$ cat src/rtl/twaf_pkg.sv
`timescale 1ns / 1ps
package twaf_pkg;

  localparam int WINDOW      = 10;
  localparam int SAMPLE_BITS = 24;

  // Signed width that holds the sum of WINDOW full-scale samples
  localparam int SUM_W   = SAMPLE_BITS + $clog2(WINDOW);
  localparam int DIVISOR = WINDOW - 2;

  // Reciprocal of DIVISOR scaled by 2^RECIP_K, truncated and then incremented by one
  localparam int RECIP_K = SUM_W;
  localparam int RECIP_W = SUM_W + 1;
  localparam logic [RECIP_W-1:0] RECIP =
    RECIP_W'(((64'd1 << RECIP_K) / DIVISOR) + 64'd1);
  localparam int PROD_W = SUM_W + RECIP_W;
  localparam int QD_W   = SUM_W + 1;

  localparam int CNT_W  = $clog2(WINDOW);
  localparam int FILL_W = $clog2(WINDOW + 1);

  typedef logic signed [SAMPLE_BITS-1:0] sample_t;
  typedef logic signed [SUM_W-1:0]       sum_t;

  // Running sum, maximum and minimum handed from cell to cell
  typedef struct packed {
    sum_t    sum;
    sample_t hi;
    sample_t lo;
  } scan_tok_t;

  localparam sample_t SAMPLE_MAX = {1'b0, {(SAMPLE_BITS-1){1'b1}}};
  localparam sample_t SAMPLE_MIN = {1'b1, {(SAMPLE_BITS-1){1'b0}}};

  // Neutral token entering the first cell
  localparam scan_tok_t SEED_TOK = '{sum: '0, hi: SAMPLE_MIN, lo: SAMPLE_MAX};

  typedef enum logic [2:0] {
    ST_IDLE,
    ST_SCAN,
    ST_START,
    ST_WAIT,
    ST_DONE
  } state_t;

endpackage

$ cat src/rtl/twaf_cell.sv
`timescale 1ns / 1ps
module twaf_cell (
  input  logic                clk,
  input  logic                shift_en,
  input  twaf_pkg::sample_t   sample_in,
  input  twaf_pkg::scan_tok_t tok_in,
  output twaf_pkg::sample_t   sample_out,
  output twaf_pkg::scan_tok_t tok_out
);
  import twaf_pkg::*;

  sample_t   sample_r;
  scan_tok_t tok_r;
  scan_tok_t tok_nxt;

  // fold own sample into the passing token
  always_comb begin
    tok_nxt.sum = tok_in.sum + SUM_W'(sample_r);
    tok_nxt.hi  = (sample_r > tok_in.hi) ? sample_r : tok_in.hi;
    tok_nxt.lo  = (sample_r < tok_in.lo) ? sample_r : tok_in.lo;
  end

  always_ff @(posedge clk) begin
    if (shift_en) begin
      sample_r <= sample_in;
    end
    tok_r <= tok_nxt;
  end

  assign sample_out = sample_r;
  assign tok_out    = tok_r;

endmodule

$ cat src/rtl/twaf_div.sv
`timescale 1ns / 1ps
module twaf_div (
  input  logic              clk,
  input  logic              rst_n,
  input  logic              start,
  input  twaf_pkg::sum_t    dividend,
  output logic              done,
  output twaf_pkg::sample_t quot
);
  import twaf_pkg::*;

  // stage 1: magnitude times reciprocal
  logic              v1_r;
  logic              neg1_r;
  logic [SUM_W-1:0]  mag1_r;
  logic [PROD_W-1:0] prod_r;
  logic [SUM_W-1:0]  mag_nxt;

  // stage 2: quotient estimate times divisor
  logic              v2_r;
  logic              neg2_r;
  logic [SUM_W-1:0]  mag2_r;
  logic [QD_W-1:0]   qest_r;
  logic [QD_W-1:0]   qd_r;
  logic [QD_W-1:0]   qest_nxt;

  // stage 3: one-step correction and sign
  logic              v3_r;
  sample_t           quot_r;
  logic [QD_W-1:0]   q_fix;
  sample_t           q_mag;

  assign mag_nxt  = dividend[SUM_W-1] ? SUM_W'(-dividend) : SUM_W'(dividend);
  assign qest_nxt = QD_W'(prod_r >> RECIP_K);

  // estimate is exact or one too high
  assign q_fix = (qd_r > QD_W'(mag2_r)) ? (qest_r - QD_W'(1)) : qest_r;
  assign q_mag = SAMPLE_BITS'(q_fix);

  always_ff @(posedge clk) begin
    if (!rst_n) begin
      v1_r <= 1'b0;
      v2_r <= 1'b0;
      v3_r <= 1'b0;
    end else begin
      v1_r <= start;
      v2_r <= v1_r;
      v3_r <= v2_r;
    end
    neg1_r <= dividend[SUM_W-1];
    mag1_r <= mag_nxt;
    prod_r <= PROD_W'(mag_nxt) * PROD_W'(RECIP);
    neg2_r <= neg1_r;
    mag2_r <= mag1_r;
    qest_r <= qest_nxt;
    qd_r   <= QD_W'(qest_nxt * QD_W'(DIVISOR));
    quot_r <= neg2_r ? -q_mag : q_mag;
  end

  assign done = v3_r;
  assign quot = quot_r;

endmodule

$ cat src/rtl/trimmed_window_average_filter_core.sv
`timescale 1ns / 1ps
// Trimmed moving-average filter. Each input item is one signed sample (8
// fractional bits) and gives exactly one result item. The first WINDOW items
// after reset are passed through raw with is_filtered low; from then on the
// result is the sum of the last WINDOW samples minus their largest and
// smallest, divided by WINDOW-2 and truncated toward zero, with is_filtered
// high. The window lives in a row of WINDOW cells: a new sample shifts into
// the first cell and the oldest drops out of the last. A token carrying sum,
// max and min ripples one cell per cycle; a filtered item passes through the
// token ripple through the cell row and then a three-stage reciprocal-multiply
// divider before the next item can be taken. A finished result sits in the
// output register, and the next item is accepted while it waits to be taken.
module trimmed_window_average_filter_core (
  input  logic              clk,
  input  logic              rst_n,
  input  logic              in_valid,
  output logic              in_ready,
  input  twaf_pkg::sample_t in_sample_in,
  output logic              out_valid,
  input  logic              out_ready,
  output twaf_pkg::sample_t out_sample_out,
  output logic              out_is_filtered
);
  import twaf_pkg::*;

  state_t            state_r;
  state_t            state_nxt;
  logic [CNT_W-1:0]  cnt_r;
  logic [FILL_W-1:0] fill_r;

  // pending result, handed to the output register in ST_DONE
  sample_t           res_r;
  logic              res_flt_r;

  logic              out_valid_r;
  sample_t           out_sample_r;
  logic              out_flt_r;

  logic              accept;
  logic              warm;
  logic              shift_en;
  logic              div_start;
  logic              out_load;

  sample_t           cell_smp [WINDOW+1];
  scan_tok_t         cell_tok [WINDOW+1];
  sum_t              trim_diff;
  logic              div_done;
  sample_t           div_quot;

  assign accept = in_valid && in_ready;
  assign warm   = (fill_r < FILL_W'(WINDOW));

  // ---------------- cell row ----------------
  assign cell_smp[0] = in_sample_in;
  assign cell_tok[0] = SEED_TOK;

  for (genvar i = 0; i < WINDOW; i++) begin : g_cell
    twaf_cell u_cell (
      .clk        (clk),
      .shift_en   (shift_en),
      .sample_in  (cell_smp[i]),
      .tok_in     (cell_tok[i]),
      .sample_out (cell_smp[i+1]),
      .tok_out    (cell_tok[i+1])
    );
  end

  // sum minus largest and smallest; always fits SUM_W
  assign trim_diff = cell_tok[WINDOW].sum - SUM_W'(cell_tok[WINDOW].hi)
                   - SUM_W'(cell_tok[WINDOW].lo);

  twaf_div u_div (
    .clk      (clk),
    .rst_n    (rst_n),
    .start    (div_start),
    .dividend (trim_diff),
    .done     (div_done),
    .quot     (div_quot)
  );

  // ---------------- next state ----------------
  always_comb begin
    state_nxt = state_r;
    case (state_r)
      ST_IDLE: begin
        if (in_valid) begin
          state_nxt = warm ? ST_DONE : ST_SCAN;
        end
      end
      ST_SCAN: begin
        // wait here until the token reaches the last cell
        if (cnt_r == CNT_W'(WINDOW - 1)) begin
          state_nxt = ST_START;
        end
      end
      ST_START: state_nxt = ST_WAIT;
      ST_WAIT: begin
        if (div_done) begin
          state_nxt = ST_DONE;
        end
      end
      ST_DONE: begin
        if (!out_valid_r || out_ready) begin
          state_nxt = ST_IDLE;
        end
      end
      default: state_nxt = ST_IDLE;
    endcase
  end

  // ---------------- outputs of the FSM ----------------
  always_comb begin
    in_ready  = 1'b0;
    div_start = 1'b0;
    out_load  = 1'b0;
    case (state_r)
      ST_IDLE:  in_ready  = 1'b1;
      ST_START: div_start = 1'b1;
      ST_DONE:  out_load  = !out_valid_r || out_ready;
      default: begin
        in_ready  = 1'b0;
        div_start = 1'b0;
        out_load  = 1'b0;
      end
    endcase
  end

  // warm-up stores too: order inside the window does not matter
  assign shift_en = accept;

  // ---------------- registers ----------------
  always_ff @(posedge clk) begin
    if (!rst_n) begin
      state_r     <= ST_IDLE;
      fill_r      <= '0;
      cnt_r       <= '0;
      out_valid_r <= 1'b0;
    end else begin
      state_r <= state_nxt;
      if (accept && warm) begin
        fill_r <= fill_r + FILL_W'(1);
      end
      if (state_r == ST_SCAN) begin
        cnt_r <= cnt_r + CNT_W'(1);
      end else begin
        cnt_r <= '0;
      end
      if (out_load) begin
        out_valid_r <= 1'b1;
      end else if (out_ready) begin
        out_valid_r <= 1'b0;
      end
    end
    if (accept && warm) begin
      res_r     <= in_sample_in;
      res_flt_r <= 1'b0;
    end else if (state_r == ST_WAIT && div_done) begin
      res_r     <= div_quot;
      res_flt_r <= 1'b1;
    end
    if (out_load) begin
      out_sample_r <= res_r;
      out_flt_r    <= res_flt_r;
    end
  end

  assign out_valid       = out_valid_r;
  assign out_sample_out  = out_sample_r;
  assign out_is_filtered = out_flt_r;

  // ---------------- assertions ----------------
  // in_ready is low in the cycle after an accepted item
  a_busy_after_accept: assert property (@(posedge clk) disable iff (!rst_n)
    accept |=> !in_ready)
    else $error("in_ready high right after an accepted item");

  // a filtered result only once the window has filled
  a_filtered_needs_full: assert property (@(posedge clk) disable iff (!rst_n)
    (out_valid_r && out_flt_r) |-> (fill_r == FILL_W'(WINDOW)))
    else $error("filtered result before window full");

  // divider finishes only while the FSM waits for it
  a_div_done_in_wait: assert property (@(posedge clk) disable iff (!rst_n)
    div_done |-> (state_r == ST_WAIT))
    else $error("divider result outside wait state");

  // a warm-up item goes straight to result delivery
  a_warm_to_done: assert property (@(posedge clk) disable iff (!rst_n)
    (accept && warm) |=> (state_r == ST_DONE))
    else $error("warm-up item did not go to done");

endmodule
$ cat config.mk
export PLATFORM = sky130hd
export DESIGN_NAME = trimmed_window_average_filter_core
export DESIGN_NICKNAME = d
export VERILOG_FILES = /design/src/rtl/twaf_pkg.sv /design/src/rtl/twaf_cell.sv /design/src/rtl/twaf_div.sv /design/src/rtl/trimmed_window_average_filter_core.sv
export SDC_FILE = /design/constraint.sdc
export NUM_CORES = 2
export LEC_CHECK = 0
export BUFFER_PORTS_ARGS = -buffer_cell sky130_fd_sc_hd__buf_2
export CORE_UTILIZATION = 50
export DETAILED_ROUTE_END_ITERATION = 10
export GPL_TIMING_DRIVEN = 0
export PLACE_DENSITY = 0.69
export SLEW_MARGIN = 40
export SYNTH_ARGS = -nofsm -noshare
export SYNTH_HDL_FRONTEND = slang
export SYNTH_SLANG_ARGS = --single-unit
$ cat constraint.sdc
create_clock -name clk -period 13.85 [get_ports clk]
set_input_delay 0.6925 -clock clk [delete_from_list [all_inputs] [get_ports clk]]
set_output_delay 0.6925 -clock clk [all_outputs]
set_load 0.1 [all_outputs]
======== Word-level counts from Yosys, hierarchy flattened ========
Index checks and enable logic that the tools add are counted.
operators by class
  mux-type cells .......................... 34
  equality and inequality tests ........... 9
  multipliers ............................. 1
  $add $sub $neg .......................... 16
  $lt $le $gt $ge ......................... 22
  reduce and logical (&&, ||, !) cells .... 10
operator list
  cell                      count
  $mux W24                  22
  $add A28 B24 Y28          8
  $gt A24 B24 Y1            9
  $lt A24 B24 Y1            9
  $sub A28 B24 Y28          2
  $mul A28 B26 Y54 const B  1
  $gt A29 B28 Y1            1
  $mux W28                  1
  $neg A28 Y28              1
  $add A24 B24 Y25          1
  $gt A24 B24 Y1 const B    1
  $lt A24 B24 Y1 const B    1
  $neg A24 Y24              1
  $sub A24 B1 Y24 const B   1
  $mux W3                   5
  $pmux W3 S5               1
  $add A4 B1 Y4 const B     2
  $eq A3 B2 Y1 const B      2
  $ne A2 B2 Y1 const B      3
  $mux W1                   5
  $eq A4 B4 Y1 const B      1
  $lt A4 B4 Y1 const B      1
  $reduce_and A4 Y1         1
  $reduce_bool A2 Y1        2
  other kinds (8)           10
word-level totals
  bits in registers ....................... 1223

======== Longest topological paths before layout ========
  depth in word-level cells ............... 5
  mapped depth ............................ 27

======== Cells and area by module ========
Synthesis repeated with hierarchy kept, for this count alone.
unflattened totals
  cells, all modules ...................... 7519
  area, all modules ....................... 70774.1 um^2
modules (own cells, without submodules)
  module                              area each (um^2)  cells each  instances  seq. area each (um^2)
  twaf_cell (g_cell[0].u_cell ...)    6009.5            653         8          2242.2
  twaf_cell (g_cell[2].u_cell ...)    6038.3            630         2          2242.2
  twaf_div                            6067.1            616         1          2742.6
  trimmed_window_average_filter_core  4554.4            419         1          1731.7

======== Worst setup path before layout ========
OpenSTA, ideal clock, no wires.
  path type ............................... register to register
  from .................................... register state_r[0]
  to ...................................... register res_r[0], enable pin
  buffers on the path ..................... 2
  setup slack ............................. 1028 ps
  arrival time ............................ 12440 ps
  cell stages (with the launch flop) ...... 7
  clock period less this slack ............ 12822 ps
  cell sequence ........................... dfxtp_1 > nor3_1 > and2_1 > clkbuf_1 > nand2_1 > clkbuf_1 > nand2_1
between the ends
  word-level cells in the longest chain between the ends .. 5
ends and longest elaborated chain
  item                          RTL line                                   RTL
  start: declaration            trimmed_window_average_filter_core.sv:26   state_t state_r;
  start signal: assignment      trimmed_window_average_filter_core.sv:140  state_r <= state_nxt;
  $logic_not A3 Y1              trimmed_window_average_filter_core.sv:117  case (state_r)
  $mux W1                       trimmed_window_average_filter_core.sv:117
  via in_ready                  trimmed_window_average_filter_core.sv:17   output logic in_ready,
  $logic_and A1 B1 Y1           trimmed_window_average_filter_core.sv:51   assign accept = in_valid && in_ready;
  via accept                    trimmed_window_average_filter_core.sv:39   logic accept;
  $logic_and A1 B1 Y1           trimmed_window_average_filter_core.sv:155  if (accept && warm) begin
  $reduce_bool A2 Y1 (no line)  --
  end signal: assignment        trimmed_window_average_filter_core.sv:156  res_r <= in_sample_in;
  end signal: assignment        trimmed_window_average_filter_core.sv:159  res_r <= div_quot;
  end: declaration              trimmed_window_average_filter_core.sv:32   sample_t res_r;
The timed path passes the listed nets, and every way through them passes these cells.
A chain may end at the register's enable or synchronous reset.

======== Final worst setup path ========
  from .................................... register g_cell[9].u_cell.tok_r, in the netlist g_cell[9].u_cell.tok_out[35]
  to ...................................... register u_div.prod_r[47]
between the ends
  word-level cells in the longest chain between the ends .. 5
ends and longest elaborated chain
  item                      RTL line                                  RTL
  start: declaration        twaf_cell.sv:13                           scan_tok_t tok_r;
  start signal: assignment  twaf_cell.sv:27                           tok_r <= tok_nxt;
  $sub A28 B24 Y28 (*)      trimmed_window_average_filter_core.sv:70  assign trim_diff = cell_tok[WINDOW].sum - SUM_W'(cell_tok[WINDOW].hi)
  $sub A28 B24 Y28 (*)      trimmed_window_average_filter_core.sv:71  - SUM_W'(cell_tok[WINDOW].lo);
  $neg A28 Y28              twaf_div.sv:33                            assign mag_nxt = dividend[SUM_W-1] ? SUM_W'(-dividend) : SUM_W'(dividend);
  $mux W28 (*)              twaf_div.sv:33
  $mul A28 B26 Y54 (*)      twaf_div.sv:52                            prod_r <= PROD_W'(mag_nxt) * PROD_W'(RECIP);
  end signal: assignment    twaf_div.sv:52
  end: declaration          twaf_div.sv:16                            logic [PROD_W-1:0] prod_r;
Every way passes the cells marked *; elsewhere a longest branch is shown, timed or not.

==> results by stage <==
Placement:
- The routability-driven placement congestion ratio is 0.8745.
- The detailed placement HPWL is 113400 µm.
- The post-place setup slack is 6.619 ns.
- The number of placed instances, taps included, is 7123.
- The total of buffers placed on input and output ports is 54.

Synthesis:
- Counting flops with a built-in enable in the synthesized netlist gives 289.
- The netlist area before placement is 59590 µm².
- In the synthesized netlist, the number of instances is 5524.
- The async set-reset flop share out of synthesis is 0.
- The share of the Yosys chip area taken by registers is 0.4490.
- For this run, the leading register cell type out of synthesis is sky130_fd_sc_hd__dfxtp_1.
- The count of different cell masters after synthesis is 100.
- The number of warnings printed during yosys synthesis is 0.
- Counting every net in the synthesized netlist gives 6314.
- The mean instance size in the synthesized netlist is 10.79 µm².
- In this run, synthesis produced a sequential element count of 1192.

Global routing:
- After global routing the overflow that remains totals 0.
- The total routing usage reported by global routing is 0.2379.
- The first global-routing pass estimated 223900 µm of wire.
- The initial antenna violation count was 2.
- The largest net degree at the start of global routing is 37.
- The number of global-route vias before repair was 39500.

Detailed routing:
- The routed layout has 40640 vias.
- The initial DRC count is 2986.
- In the routed design, unresolved DRC markers number 0.
- The total wire length is 145000 µm.
- The vias per cell is 5.518.
- The number of nets with antenna violations after detailed routing is 0.
- For this run, the detailed router's first-pass iteration total came to 8.
- In the final routed layout, each cell accounts on average for 19.69 µm.

STA:
- The number of max-slew violations in the final report is 0.
- Setup slack closes at 6.478 ns.
- The minimum period implied by the final worst setup slack is 7.372 ns.
- For this run, the top clock speed supported by timing is 135.6 MHz.
- The final worst-path cycle share is 0.5323.
- The final setup violation count is 0.
- The remaining max-slew budget at the tightest pin is 0.3704.
- The final total negative setup slack is 0 ns.
- The transition time of the tightest slew-check pin is 0.9364 ns.
- The clock skew after layout is 0.03302 ns.
- Setup repair after global routing left no endpoint under its margin.
- The count of final hold-check violations is 0.

CTS:
- After clock tree synthesis, the clock-pin slew on the worst setup and hold paths is 0.06 ns.
- The CTS tree is built.
- The level count of the clock H-tree is 4.
- The maximum number of buffers from clock root to sink is 3.
- The post-CTS repair timing setup buffer count is 0.
- The clock insertion delay at the later pin of the skew report is 0.75 ns.
- After clock tree synthesis, the flow added hold-fix buffers numbering 0.
- The number of cells upsized or downsized after cts is 0.
- The clock net sink count is 1192.
- Clock tree synthesis selected as its root buffer the cell sky130_fd_sc_hd__clkbuf_16.
- The number of clock buffers inserted by TritonCTS is 130.

Setup path:
- The element type at the critical path end is a register.
- The worst setup path is of the reg -> reg kind.
- The worst setup path is launched from a register.
- The required time at the worst-slack endpoint is 14.46 ns.
- The endpoint arrival time on the critical path is 7.98 ns.
- The top fanout value on the critical path is 8.

Finish:
- In the final layout, the share of cells above drive strength 1 is 0.1395.
- The layout has 10000 filler cells.
- Relative to the synthesized area, the layout overhead comes to 11.65%.
- The final standard cell count with taps included and fillers excluded is 7364.
- The number of nets at the end of the flow is 6511.

Job:
- The total of max-cap violations is 0.

Floorplan:
- The floorplan step set the die width to 347.2 µm.
- The die covers 120600 µm².
- 55 I/O pins were placed.
- The starting density of the core is 0.5046.
- The initialized floorplan defines 126 standard-cell rows.
- The floorplan core area is 118100 µm².
- The overall die height is 347.2 µm.

Run status:
- The flow ran to the end, and the final reports show no timing, DRC or antenna violations.

Worst hold path:
- In this run the worst hold path is classified as in -> reg.
## logic make-up (layout without fill, tap and decap cells)
logic type / count (synthesis) / after routing / synth area share
xor+xnor: 321 / 321 / 0.04756
fa+ha+maj: 762 / 762 / 0.1647
other cells: 1 / 2 / 0.00006293
simple gates: 969 / 969 / 0.08523
mux: 457 / 457 / 0.08594
flops: 1192 / 1192 / 0.4490
buf+inv: 745 / 1048 / 0.04716
compound gates: 1077 / 1077 / 0.1204
## per-stage QoR
step	area, µm²	utilization	hold slack, ns
4_1_cts	66480	0.5630	0.09362
2_1_floorplan	59590	-	0.3096
3_5_place_dp	62040	0.5254	0.3121
5_1_grt	66530	0.5634	0.1134
3_3_place_gp	61780	0.5232	0.3101
6_report	66530	0.5634	0.1394
## cell usage in the layout (no fill, tap or decap), types with 26 or more instances in the layout
cell and n:
sky130_fd_sc_hd__a211oi_1 28, sky130_fd_sc_hd__a21o_1 224, sky130_fd_sc_hd__a21oi_1 265, sky130_fd_sc_hd__a31oi_1 33
sky130_fd_sc_hd__and2_1 27, sky130_fd_sc_hd__buf_2 61, sky130_fd_sc_hd__clkbuf_1 124, sky130_fd_sc_hd__clkbuf_16 133
sky130_fd_sc_hd__dfxtp_1 903, sky130_fd_sc_hd__edfxtp_1 289, sky130_fd_sc_hd__fa_1 37, sky130_fd_sc_hd__ha_1 725
sky130_fd_sc_hd__inv_1 631, sky130_fd_sc_hd__mux2_2 437, sky130_fd_sc_hd__nand2_1 165, sky130_fd_sc_hd__nand2b_1 70
sky130_fd_sc_hd__nand3_1 65, sky130_fd_sc_hd__nand4_1 112, sky130_fd_sc_hd__nor2_1 217, sky130_fd_sc_hd__nor2b_1 87
sky130_fd_sc_hd__nor3_1 82, sky130_fd_sc_hd__o211ai_1 29, sky130_fd_sc_hd__o21a_1 101, sky130_fd_sc_hd__o21ai_0 188
sky130_fd_sc_hd__o21bai_1 26, sky130_fd_sc_hd__o31ai_1 28, sky130_fd_sc_hd__or2_2 32, sky130_fd_sc_hd__or3_1 36
sky130_fd_sc_hd__xnor2_1 231, sky130_fd_sc_hd__xor2_1 85
## critical path, cell delays in order (launching register included)
cell and delay (ns):
sky130_fd_sc_hd__dfxtp_1 0.32, sky130_fd_sc_hd__inv_1 0.05, sky130_fd_sc_hd__fa_1 0.53, sky130_fd_sc_hd__ha_1 0.48, sky130_fd_sc_hd__a21o_1 0.33, sky130_fd_sc_hd__o21ai_0 0.15
sky130_fd_sc_hd__o21ba_2 0.26, sky130_fd_sc_hd__a2111oi_1 0.53, sky130_fd_sc_hd__nor2_1 0.22, sky130_fd_sc_hd__xor2_1 0.53, sky130_fd_sc_hd__nand4_1 0.39, sky130_fd_sc_hd__or3_1 0.45
sky130_fd_sc_hd__or4b_1 0.64, sky130_fd_sc_hd__xnor2_1 0.18, sky130_fd_sc_hd__ha_1 0.28, sky130_fd_sc_hd__and3_1 0.19, sky130_fd_sc_hd__and2_1 0.17, sky130_fd_sc_hd__fa_1 0.40
sky130_fd_sc_hd__a21oi_1 0.44, sky130_fd_sc_hd__nor4_4 0.12, sky130_fd_sc_hd__nor3b_4 0.21, sky130_fd_sc_hd__and3b_1 0.24, sky130_fd_sc_hd__xnor2_1 0.11
## synth_stat cells (6+ instances only)
cell type                  instances  area, µm²
sky130_fd_sc_hd__a31oi_1          35      219.0
sky130_fd_sc_hd__nand3b_1          7      52.55
sky130_fd_sc_hd__mux2_2          437       4921
sky130_fd_sc_hd__o311a_1           6      60.06
sky130_fd_sc_hd__nand4_1         112      700.7
sky130_fd_sc_hd__a21oi_1         267       1336
sky130_fd_sc_hd__o211ai_1         29      217.7
sky130_fd_sc_hd__inv_1           631       2369
sky130_fd_sc_hd__o21a_1          101      758.2
sky130_fd_sc_hd__o21ai_1           6      30.03
sky130_fd_sc_hd__dfxtp_1         903      18080
sky130_fd_sc_hd__and3_1           21      131.4
sky130_fd_sc_hd__o31ai_1          28      210.2
sky130_fd_sc_hd__nor3_1           82      410.4
sky130_fd_sc_hd__o21bai_1         26      195.2
sky130_fd_sc_hd__ha_1            725       9071
sky130_fd_sc_hd__a211oi_1         28      210.2
sky130_fd_sc_hd__nand2b_1         70      437.9
sky130_fd_sc_hd__xnor2_1         232       2032
sky130_fd_sc_hd__mux2i_1          20      200.2
sky130_fd_sc_hd__nor3b_1          10      75.07
sky130_fd_sc_hd__nand2_1         166      623.1
sky130_fd_sc_hd__nor2_1          217      814.5
sky130_fd_sc_hd__a211o_1          15      131.4
sky130_fd_sc_hd__xor2_1           86      753.2
sky130_fd_sc_hd__o21ai_0         188      940.9
sky130_fd_sc_hd__nor2b_1          87      544.3
sky130_fd_sc_hd__nand3_1          65      325.3
sky130_fd_sc_hd__and2_1           27      168.9
sky130_fd_sc_hd__o41ai_1           9      78.83
sky130_fd_sc_hd__fa_1             37      740.7
sky130_fd_sc_hd__or2_2            32      200.2
sky130_fd_sc_hd__edfxtp_1        289       8678
sky130_fd_sc_hd__or3_1            36      225.2
sky130_fd_sc_hd__clkbuf_1        102      382.9
sky130_fd_sc_hd__a21boi_0         18      135.1
sky130_fd_sc_hd__a21o_1          224       1682
sky130_fd_sc_hd__a41oi_1           9      78.83
sky130_fd_sc_hd__nor4_1           10      62.56
## sequential cells by signal, indices dropped and copies added (netlist names), 3 cells and up
name	cells
cnt_r	4
g_cell.u_cell.tok_out	753
state_r	3
fill_r	4
g_cell.u_cell.sample_out	240
u_div.prod_r	26
out_sample_out	24
u_div.mag2_r	28
u_div.qest_r	26
u_div.quot	24
u_div.mag1_r	28
res_r	24
## worst paths after layout
kind	startpoint	depth (start not counted)	endpoint	slack [ns]
setup / recovery	g_cell[9].u_cell.tok_out[35]$_DFF_P_	22	u_div.prod_r[47]$_DFF_P_	6.48
hold / removal	in_sample_in[20]	1	g_cell[0].u_cell.sample_out[20]$_DFFE_PP_	0.14
setup reg to reg	g_cell[9].u_cell.tok_out[35]$_DFF_P_	22	u_div.prod_r[47]$_DFF_P_	6.48
hold reg to reg	u_div.mag1_r[20]$_DFF_P_	0	u_div.mag2_r[20]$_DFF_P_	0.32
## routing by layer
layer	global-route usage	share of wire	vias up
met5	0	0	-
met4	0.05888	0.018	0
met3	0.03080	0.047	169
met2	0.3620	0.44	855
met1	0.3546	0.50	19680
li1	-	-	19940
## layout make-up
cell class | count | area (µm²) | area share
plain buffers | 114 | 455.4 | 0.006846
inverters | 631 | 2369 | 0.03560
repair buffers | 65 | 439.2 | 0.006601
clock inverters | 54 | 720.7 | 0.01083
diodes | 1 | 2.502 | 0.00003761
multi-input cells | 3587 | 30140 | 0.4531
flip-flops and latches | 1192 | 26760 | 0.4022
clock buffers | 184 | 3720 | 0.05591
well taps | 1536 | 1922 | 0.02889
Power is not shown: default switching activity piles up to over one toggle a cycle in this logic, so the estimate is an artifact.
